<file path="config.mk">
export PLATFORM = sky130hd
export DESIGN_NAME = size_weighted_lru_evictor_top
export DESIGN_NICKNAME = d
export VERILOG_FILES = /design/src/swlru_pkg.sv /design/src/swlru_ram.sv /design/src/size_weighted_lru_evictor_top.sv
export SDC_FILE = /design/constraint.sdc
export NUM_CORES = 2
export LEC_CHECK = 0
export BUFFER_PORTS_ARGS = -buffer_cell sky130_fd_sc_hd__buf_4
export CAP_MARGIN = 20
export CELL_PAD_IN_SITES_DETAIL_PLACEMENT = 1
export CELL_PAD_IN_SITES_GLOBAL_PLACEMENT = 1
export CORE_ASPECT_RATIO = 0.9
export CORE_UTILIZATION = 29
export DETAILED_ROUTE_END_ITERATION = 10
export GPL_TIMING_DRIVEN = 0
export PLACE_DENSITY_LB_ADDON = 0.3
export SETUP_SLACK_MARGIN = 0.2
export SYNTH_ARGS = -nofsm -noshare
export SYNTH_HDL_FRONTEND = slang
export SYNTH_SLANG_ARGS = --single-unit
</file>
<file path="constraint.sdc">
create_clock -name clk_i -period 4.8 [get_ports clk_i]
set_input_delay 1.44 -clock clk_i [delete_from_list [all_inputs] [get_ports clk_i]]
set_output_delay 1.44 -clock clk_i [all_outputs]
set_load 0.05 [all_outputs]
</file>
<file path="src/swlru_pkg.sv">
// ----------------------------------------------------------------------------
// swlru_pkg
// shared constants and types of the size-weighted lru evictor
// ----------------------------------------------------------------------------
`default_nettype none
package swlru_pkg;

  localparam int ENTRIES = 32;
  localparam int IDW     = 5;
  localparam int CNTW    = $clog2(ENTRIES + 1);
  localparam int SZW     = 32;
  localparam int TOTW    = 37;
  localparam int FUNCW   = 3;
  localparam int IN_DW   = 40;
  localparam int OUT_DW  = 80;

  localparam logic [FUNCW-1:0] FUNC_ACCESS  = 3'd0;
  localparam logic [FUNCW-1:0] FUNC_RELEASE = 3'd1;
  localparam logic [FUNCW-1:0] FUNC_CLEAR   = 3'd2;
  localparam logic [FUNCW-1:0] FUNC_TRIM    = 3'd3;
  localparam logic [FUNCW-1:0] FUNC_HOLD    = 3'd4;

  localparam logic REG_CAPACITY = 1'b0;
  localparam logic REG_RESERVE  = 1'b1;

  localparam logic [TOTW-1:0] RESERVE_RESET = 37'd1048576;

  typedef struct packed {
    logic [TOTW-1:0] used_total;
    logic            rejected;
    logic            threshold_met;
    logic            flush_ran;
    logic [SZW-1:0]  evicted_size;
    logic [IDW-1:0]  evicted_id;
  } res_t;

endpackage
`default_nettype wire

</file>
<file path="src/swlru_ram.sv">
// ----------------------------------------------------------------------------
// swlru_ram
// simple dual-port synchronous ram, one write and one registered read port
// ----------------------------------------------------------------------------
`default_nettype none
module swlru_ram #(
  parameter int W  = 8,
  parameter int D  = 32,
  parameter int AW = $clog2(D)
) (
  input  wire logic          clk_i,
  input  wire logic          we_i,
  input  wire logic [AW-1:0] waddr_i,
  input  wire logic [W-1:0]  wdata_i,
  input  wire logic          re_i,
  input  wire logic [AW-1:0] raddr_i,
  output logic      [W-1:0]  rdata_o
);

  logic [W-1:0] mem [D];

  always_ff @(posedge clk_i) begin
    if (we_i) begin
      mem[waddr_i] <= wdata_i;
    end
  end

  always_ff @(posedge clk_i) begin
    if (re_i) begin
      rdata_o <= mem[raddr_i];
    end
  end

endmodule
`default_nettype wire

</file>
<file path="src/size_weighted_lru_evictor_top.sv">
// ----------------------------------------------------------------------------
// size_weighted_lru_evictor_top
// lru list of sized cache entries with overflow, clear and trim eviction
// ----------------------------------------------------------------------------
// The recency list and the entry sizes live in two synchronous rams. One
// operation is taken at a time. Hold, reject and no-op go straight to the
// status step, and a plain add passes through the finish step first. Access to
// a resident entry, release, overflow eviction, clear and trim run one
// compaction pass over the recency list: each entry takes the list read, and
// each evicted entry then the size read, which waits out any stall on the
// result side. Release first reads the entry's size, before the pass.
// Every operation ends with one status transaction (tlast high, tuser 1),
// preceded by one eviction transaction (tuser 0) per evicted entry.
`default_nettype none
module size_weighted_lru_evictor_top
  import swlru_pkg::*;
(
  input  wire logic              clk_i,
  input  wire logic              rst_ni,
  input  wire logic              cfg_we_i,
  input  wire logic              cfg_idx_i,
  input  wire logic [TOTW-1:0]   cfg_data_i,
  input  wire logic              s_axis_tvalid_i,
  output logic                   s_axis_tready_o,
  // entry_id[4:0], entry_size[36:5], cacheable[37], held[38], zero[39]
  input  wire logic [IN_DW-1:0]  s_axis_tdata_i,
  // func[2:0]
  input  wire logic [FUNCW-1:0]  s_axis_tuser_i,
  output logic                   m_axis_tvalid_o,
  input  wire logic              m_axis_tready_i,
  // evicted_id[4:0], evicted_size[36:5], flush_ran[37], threshold_met[38],
  // rejected[39], used_total[76:40], zero[79:77]
  output logic [OUT_DW-1:0]      m_axis_tdata_o,
  // kind[0]
  output logic                   m_axis_tuser_o,
  output logic                   m_axis_tlast_o
);

  typedef enum logic [2:0] {
    ST_IDLE, ST_REL, ST_RD, ST_ID, ST_SZ, ST_FIN, ST_STAT
  } state_e;

  state_e          state_q;
  logic [TOTW-1:0] cap_q, res_q, used_q, tgt_q, need_q;
  logic [TOTW:0]   freed_q;
  logic [CNTW-1:0] cnt_q, r_q, w_q;
  logic [ENTRIES-1:0] present_q, held_q;
  logic [IDW-1:0]  id_q, e_q;
  logic [SZW-1:0]  size_q;
  logic            shrink_q, reins_q, app_q, fr_q, tm_q, rej_q;
  logic            out_v_q, out_kind_q, out_last_q;
  logic            out_v_d;
  res_t            out_q;

  logic [IDW-1:0]  in_id;
  logic [SZW-1:0]  in_size;
  logic            in_cache, in_held, id_ok;
  logic [TOTW-1:0] tgt, sum;
  logic            can_emit;
  logic            op_clr, op_trm, op_acc, op_res, op_new, op_rej, op_add, op_ovf;
  logic            op_rel, op_hld;

  logic            ord_we, ord_re, sz_we, sz_re;
  logic [IDW-1:0]  ord_wa, ord_ra, sz_wa, sz_ra;
  logic [IDW-1:0]  ord_wd, ord_rd;
  logic [SZW-1:0]  sz_wd, sz_rd;

  assign in_id    = s_axis_tdata_i[4:0];
  assign in_size  = s_axis_tdata_i[36:5];
  assign in_cache = s_axis_tdata_i[37];
  assign in_held  = s_axis_tdata_i[38];
  assign id_ok    = CNTW'(in_id) < CNTW'(ENTRIES);
  assign tgt      = (cap_q > res_q) ? cap_q - res_q : '0;
  assign sum      = used_q + TOTW'(in_size);
  assign can_emit = !out_v_q || m_axis_tready_i;
  assign s_axis_tready_o = (state_q == ST_IDLE);

  // decode of the offered operation
  assign op_clr = (s_axis_tuser_i == FUNC_CLEAR) && (used_q != '0);
  assign op_trm = (s_axis_tuser_i == FUNC_TRIM) && (used_q > cap_q);
  assign op_acc = id_ok && (s_axis_tuser_i == FUNC_ACCESS);
  assign op_res = op_acc && present_q[in_id];
  assign op_new = op_acc && !present_q[in_id] && in_cache;
  assign op_rej = op_new && (TOTW'(in_size) > cap_q);
  assign op_add = op_new && !op_rej;
  assign op_ovf = op_add && (sum > cap_q);
  assign op_rel = id_ok && (s_axis_tuser_i == FUNC_RELEASE) && present_q[in_id];
  assign op_hld = id_ok && (s_axis_tuser_i == FUNC_HOLD);

  assign out_v_d = (can_emit && ((state_q == ST_SZ) || (state_q == ST_STAT))) ||
                   (out_v_q && !m_axis_tready_i);

  swlru_ram #(.W(IDW), .D(ENTRIES)) u_order (
    .clk_i, .we_i(ord_we), .waddr_i(ord_wa), .wdata_i(ord_wd),
    .re_i(ord_re), .raddr_i(ord_ra), .rdata_o(ord_rd)
  );

  swlru_ram #(.W(SZW), .D(ENTRIES)) u_size (
    .clk_i, .we_i(sz_we), .waddr_i(sz_wa), .wdata_i(sz_wd),
    .re_i(sz_re), .raddr_i(sz_ra), .rdata_o(sz_rd)
  );

  always_comb begin
    ord_we = 1'b0;
    ord_wa = w_q[IDW-1:0];
    ord_wd = ord_rd;
    ord_re = 1'b0;
    ord_ra = r_q[IDW-1:0];
    sz_we  = 1'b0;
    sz_wa  = id_q;
    sz_wd  = size_q;
    sz_re  = 1'b0;
    sz_ra  = in_id;
    case (state_q)
      ST_IDLE: begin
        sz_re = s_axis_tvalid_i;
      end
      ST_RD: begin
        ord_re = (r_q != cnt_q);
      end
      ST_ID: begin
        if (shrink_q) begin
          if (held_q[ord_rd] || (freed_q >= {1'b0, need_q})) begin
            ord_we = 1'b1;
          end else begin
            sz_re = 1'b1;
            sz_ra = ord_rd;
          end
        end else begin
          ord_we = (ord_rd != id_q);
        end
      end
      ST_FIN: begin
        ord_wd = id_q;
        if (reins_q) begin
          ord_we = (w_q != cnt_q);
        end else if (app_q && (w_q < CNTW'(ENTRIES))) begin
          ord_we = 1'b1;
          sz_we  = 1'b1;
        end
      end
      default: ;
    endcase
  end

  always_ff @(posedge clk_i or negedge rst_ni) begin
    if (!rst_ni) begin
      state_q   <= ST_IDLE;
      cap_q     <= '0;
      res_q     <= RESERVE_RESET;
      used_q    <= '0;
      cnt_q     <= '0;
      present_q <= '0;
      held_q    <= '0;
      out_v_q   <= 1'b0;
    end else begin
      if (cfg_we_i) begin
        if (cfg_idx_i == REG_CAPACITY) begin
          cap_q <= cfg_data_i;
        end else if (cfg_data_i != '0) begin
          res_q <= cfg_data_i;
        end
      end
      out_v_q <= out_v_d;
      case (state_q)
        ST_IDLE: begin
          if (s_axis_tvalid_i) begin
            id_q     <= in_id;
            size_q   <= in_size;
            tgt_q    <= tgt;
            shrink_q <= op_clr || op_trm || op_ovf;
            reins_q  <= op_res;
            app_q    <= op_add;
            fr_q     <= op_ovf;
            tm_q     <= 1'b0;
            rej_q    <= op_rej;
            r_q      <= '0;
            w_q      <= (op_add && !op_ovf) ? cnt_q : '0;
            freed_q  <= '0;
            need_q   <= op_clr ? used_q : (op_trm ? used_q - cap_q : sum - tgt);
            if (op_add) begin
              used_q <= sum;
            end
            if (op_rel) begin
              present_q[in_id] <= 1'b0;
            end
            if (op_hld) begin
              held_q[in_id] <= in_held;
            end
            if (op_clr || op_trm || op_ovf || op_res) begin
              state_q <= ST_RD;
            end else if (op_rel) begin
              state_q <= ST_REL;
            end else if (op_add) begin
              state_q <= ST_FIN;
            end else begin
              state_q <= ST_STAT;
            end
          end
        end
        ST_REL: begin
          used_q  <= used_q - TOTW'(sz_rd);
          state_q <= ST_RD;
        end
        ST_RD: begin
          state_q <= (r_q == cnt_q) ? ST_FIN : ST_ID;
        end
        ST_ID: begin
          e_q <= ord_rd;
          if (ord_we) begin
            w_q     <= w_q + 1'b1;
            r_q     <= r_q + 1'b1;
            state_q <= ST_RD;
          end else if (sz_re) begin
            state_q <= ST_SZ;
          end else begin
            r_q     <= r_q + 1'b1;
            state_q <= ST_RD;
          end
        end
        ST_SZ: begin
          if (can_emit) begin
            present_q[e_q] <= 1'b0;
            used_q   <= used_q - TOTW'(sz_rd);
            freed_q  <= freed_q + (TOTW+1)'(sz_rd);
            r_q      <= r_q + 1'b1;
            out_kind_q <= 1'b0;
            out_last_q <= 1'b0;
            out_q    <= '{used_total: used_q - TOTW'(sz_rd), rejected: 1'b0,
                          threshold_met: 1'b0, flush_ran: 1'b0,
                          evicted_size: sz_rd, evicted_id: e_q};
            state_q  <= ST_RD;
          end
        end
        ST_FIN: begin
          tm_q  <= fr_q && (used_q <= tgt_q);
          if (reins_q) begin
            cnt_q <= (w_q != cnt_q) ? w_q + 1'b1 : w_q;
          end else if (app_q && (w_q < CNTW'(ENTRIES))) begin
            cnt_q <= w_q + 1'b1;
            present_q[id_q] <= 1'b1;
          end else begin
            cnt_q <= w_q;
          end
          state_q <= ST_STAT;
        end
        ST_STAT: begin
          if (can_emit) begin
            out_kind_q <= 1'b1;
            out_last_q <= 1'b1;
            out_q      <= '{used_total: used_q, rejected: rej_q,
                            threshold_met: tm_q, flush_ran: fr_q,
                            evicted_size: '0, evicted_id: '0};
            state_q    <= ST_IDLE;
          end
        end
        default: state_q <= ST_IDLE;
      endcase
    end
  end

  assign m_axis_tvalid_o = out_v_q;
  assign m_axis_tdata_o  = {3'b000, out_q};
  assign m_axis_tuser_o  = out_kind_q;
  assign m_axis_tlast_o  = out_last_q;

endmodule
`default_nettype wire
</file>
==> flow_summary_export.csv <==
group,metric,value,unit
drt,antenna_violating_nets_post_route,0,
drt,routed_wl,291000,um
run_status,failed_checks,"setup timing",
clocking,worst_skew_pair.late_latency,0.89,ns
power,ir_worst_vdd,0.000430,V
finish,layout.cells.most_common,"sky130_fd_sc_hd__edfxtp_1",
drt,detailedRoute.firstPassIterationCount,5,
drt,via_per_inst,5.32,
finish,final_cell_count_no_fill,11100,
finish,syn2layout_area_growth,23.5,%
grt,grt_pass1_wl,418000,um
floorplan,core_area,273000,um^2
sta,max_slew.worst_pin.slew,1.11,ns
logic_synthesis,synthDistinctLibCells,81,
sta,setup-violations-final,42,
flow_run,timing.max_cap.violations,0,
drt,drt_iter0_drc,5990,
logic_synthesis,post_synth_instance_area,79600,um^2
clocking,clock_sinks,1656,
sta,rsz0062_at_grt,"true",
floorplan,die_w,554,um
power,powerDensity,608,nW/um^2
clocking,clock_tree_from_tritoncts,"built",
logic_synthesis,yosys_warnings,0,
critical_path,regToRegSetupSlack,-1.03,ns
grt,number_of_antenna_violations_at_the_first_check_in_global_routing,22,
critical_path,arrival,6.53,ns
floorplan,io-pin-count,170,
finish,fill_cells,29300,
sta,timing.final.ws_setup,-1.10,ns
placed_design,routabilityCongestion,0.919,
finish,mostFrequentLayoutCells,"1471 x sky130_fd_sc_hd__edfxtp_1, 886 x sky130_fd_sc_hd__nor2_1, 705 x sky130_fd_sc_hd__nand2_1",
sta,timing.final.hold_violations,0,
critical_path,timing.critical_path.to,"need_q[35]",
logic_synthesis,count_of_flip_flops_with_a_built_in_enable_after_synthesis,1471,
clocking,cts.clk_slew.worst_paths,0.06,ns
clocking,clock_tree.buffer_depth,4,
critical_path,crit_path_top_delay_cell,"sky130_fd_sc_hd__or4_4",
sta,slew-limit-headroom,25.8,%
drt,avgRoutedWirePerCell,26.3,um
floorplan,placementRows,182,
sta,finalSetupTns,-35.17,ns
logic_synthesis,dominantRegCellSynth,"sky130_fd_sc_hd__edfxtp_1",
grt,track_usage,20.4,%
critical_path,worstPathCellList,"buf_12 -> ha_4 -> fa_2 -> a211oi_4 -> o21ai_4 -> a41oi_2 -> buf_4 -> buf_6 -> o21bai_4 -> a21oi_2 -> nor2b_1 -> o21a_1 -> o41a_1 -> xor2_2 -> ha_4 -> and3_4 -> nand2_4 -> or4_4 -> o21ai_4 -> a221o_1 -> a41o_1 -> o41ai_2 -> xor2_1 -> a221oi_2",
critical_path,crit_family,"compound AO/OA/AOI/OAI gates",
sta,finalClockSkew,0.0930,ns
placed_design,numPlacedInstances,10600,
placed_design,place_hpwl,215000,um
grt,pin_count_of_the_biggest_net_entering_global_routing,77,
clocking,holdBufCountCts,0,
sta,slew_viol_final,0,
critical_path,timing.critical_path.from_type,"primary input",
power,leakage,35.5,nW
grt,overflow,0,
logic_synthesis,synth.yosys.seq_area_share,61.3,%
critical_path,timing.rr.end,"need_q[20]",
critical_path,critical_path_depth,24,
critical_path,critical-path-max-stage-delay,0.50,ns
critical_path,critical_path.startpoint,"s_axis_tdata_i[5]",
clocking,clock_tree.htree_level_count,4,
critical_path,crit_buf_inv,3,
logic_synthesis,async_reset_ff_share,11.2,%
floorplan,die_height,499,um
critical_path,worstPathMaxFanout,4,
floorplan,initial_core_util,29.2,%
run_status,run_status,"finished with violations",
drt,via_count,58800,
logic_synthesis,synth-seq-cells,1656,
logic_synthesis,average_instance_area_after_synthesis,11.8,um^2
placed_design,buffer_ports.inserted,165,
clocking,clk_root_buffer_cell,"sky130_fd_sc_hd__clkbuf_16",
critical_path,timing_worst_setup_path_type,"primary input to flip-flop",
drt,post-route-drc-count,0,
sta,final_period_minus_worst_setup_slack,5.90,ns
clocking,numCtsBuffers,186,
sta,timing.final.crit_share,123,%
critical_path,critical_path.reg2reg.startpoint,"cap_q[13]",
logic_synthesis,cells_after_synth,6750,
placed_design,placedInstanceArea,87100,um^2
worst_hold_path,hp-class,"flip-flop to flip-flop",
floorplan,die_area,277000,um^2
critical_path,r2r.worst_path.cells,28,
finish,fraction_of_layout_cells_with_a_size_suffix_above_1,19.8,%
critical_path,worst-endpoint-required,5.43,ns
finish,final_cell_area,98300,um^2
finish,num-nets-final,7770,
critical_path,timing.critical_path.to_type,"flip-flop",
grt,first_global_vias,59100,
sta,max_freq,0.169,GHz
==> stage by stage <==
stage	total power (W)	worst slack [ns]	hold slack, ns	util (%)
global placement	0.0393	-4.36	0.436	31.3
detailed placement	0.0399	-3.82	0.457	31.9
floorplan	0.0321	-1.02	0.421	-
CTS	0.0575	-1.19	0.472	35.3
global route	0.0624	-1.24	0.489	36.0
finish	0.0597	-1.10	0.462	36.0
==> power breakdown <==
part           total, W  internal (W)  leakage [nW]  switching [W]
clock            0.0140       0.00795          2.80        0.00600
combinational    0.0274        0.0110          17.1         0.0164
sequential       0.0184        0.0174          15.5        0.00102
==> Yosys cell counts, types with 33 or more instances <==
library cell	count	area share (%)
sky130_fd_sc_hd__a21o_1	145	1.4
sky130_fd_sc_hd__xor2_1	83	0.91
sky130_fd_sc_hd__o21ai_1	49	0.31
sky130_fd_sc_hd__ha_1	354	5.6
sky130_fd_sc_hd__nor2_1	931	4.4
sky130_fd_sc_hd__a21oi_1	274	1.7
sky130_fd_sc_hd__nand4_1	53	0.42
sky130_fd_sc_hd__and3_1	37	0.29
sky130_fd_sc_hd__buf_2	80	0.50
sky130_fd_sc_hd__nor4_1	60	0.47
sky130_fd_sc_hd__o21ai_0	472	3.0
sky130_fd_sc_hd__xnor2_1	131	1.4
sky130_fd_sc_hd__nor2b_1	53	0.42
sky130_fd_sc_hd__nor3_1	76	0.48
sky130_fd_sc_hd__edfxtp_1	1471	55
sky130_fd_sc_hd__a41oi_1	76	0.84
sky130_fd_sc_hd__mux2_2	84	1.2
sky130_fd_sc_hd__a31oi_1	111	0.87
sky130_fd_sc_hd__inv_1	278	1.3
sky130_fd_sc_hd__mux2i_1	71	0.89
sky130_fd_sc_hd__clkbuf_1	201	0.95
sky130_fd_sc_hd__nand3_1	160	1.0
sky130_fd_sc_hd__nand2_1	715	3.4
sky130_fd_sc_hd__a32oi_1	65	0.72
sky130_fd_sc_hd__mux4_2	66	1.9
sky130_fd_sc_hd__nand2b_1	33	0.26
sky130_fd_sc_hd__dfrtp_1	184	5.8
sky130_fd_sc_hd__o21a_1	51	0.48
==> cells by family (layout without fill, tap and decap cells) <==
family / after synthesis / count (layout) / share of synthesized area, %
AND/OR/NAND/NOR: 2234 / 2234 / 12.1
flip-flops: 1656 / 1656 / 61.3
AO/OA/AOI/OAI: 1467 / 1467 / 11.5
buffers and inverters: 596 / 1306 / 2.96
adder cells (fa/ha/maj): 360 / 360 / 5.72
multiplexers: 222 / 222 / 3.97
XOR/XNOR: 214 / 214 / 2.35
other: 1 / 8 / 0.00471
==> state kept, by name, indices dropped and copies added (netlist names), 3 cells and up <==
register	cells
u_size.mem	1024
u_order.rdata_o	5
freed_q	38
res_q	37
cnt_q	6
r_q	6
w_q	6
present_q	32
used_q	37
size_q	32
need_q	37
tgt_q	37
held_q	32
m_axis_tdata_o	77
u_size.rdata_o	32
id_q	5
e_q	5
u_order.mem	160
state_q	3
cap_q	37
==> worst min path at each step <==
stage	startpoint	endpoint	slack [ns]	cells after the start
2_1_floorplan	u_order.rdata_o[0]	e_q[0]	0.42	0
3_3_place_gp	u_order.rdata_o[0]	e_q[0]	0.44	0
3_5_place_dp	u_order.rdata_o[4]	e_q[4]	0.46	0
4_1_cts	u_order.rdata_o[4]	e_q[4]	0.47	0
5_1_grt	u_order.rdata_o[4]	e_q[4]	0.49	0
6_report	u_order.rdata_o[4]	e_q[4]	0.46	0
==> repair_timing <==
action                                  CTS  global route
resized for setup                       643           360
buffers inserted                         92            51
cloned                                    1             1
endpoints found under the setup margin  155           170
pin swaps                               146           152
==> routing by layer <==
| metal | GRT usage [%] | vias up | wire (um) |
|---|---|---|---|
| li1 | - | 26100 | - |
| met1 | 30.7 | 30500 | 138000 |
| met2 | 30.8 | 1833 | 126000 |
| met3 | 2.63 | 377 | 18100 |
| met4 | 5.32 | 14 | 8230 |
| met5 | 0 | - | 86 |
==> layout make-up <==
| cell class | count | area, um^2 | share of cell area (%) |
|---|---|---|---|
| Clock buffer | 230 | 4920 | 5.01 |
| Buffer | 313 | 2110 | 2.15 |
| Clock inverter | 96 | 845 | 0.859 |
| Timing Repair Buffer | 387 | 4130 | 4.20 |
| Tap cell | 3588 | 4490 | 4.57 |
| Sequential cell | 1656 | 48800 | 49.6 |
| Inverter | 280 | 1050 | 1.07 |
| Multi-Input combinational cell | 4500 | 32000 | 32.5 |
| Antenna cell | 5 | 12.5 | 0.0127 |
Power figures use the tool's default switching activity.
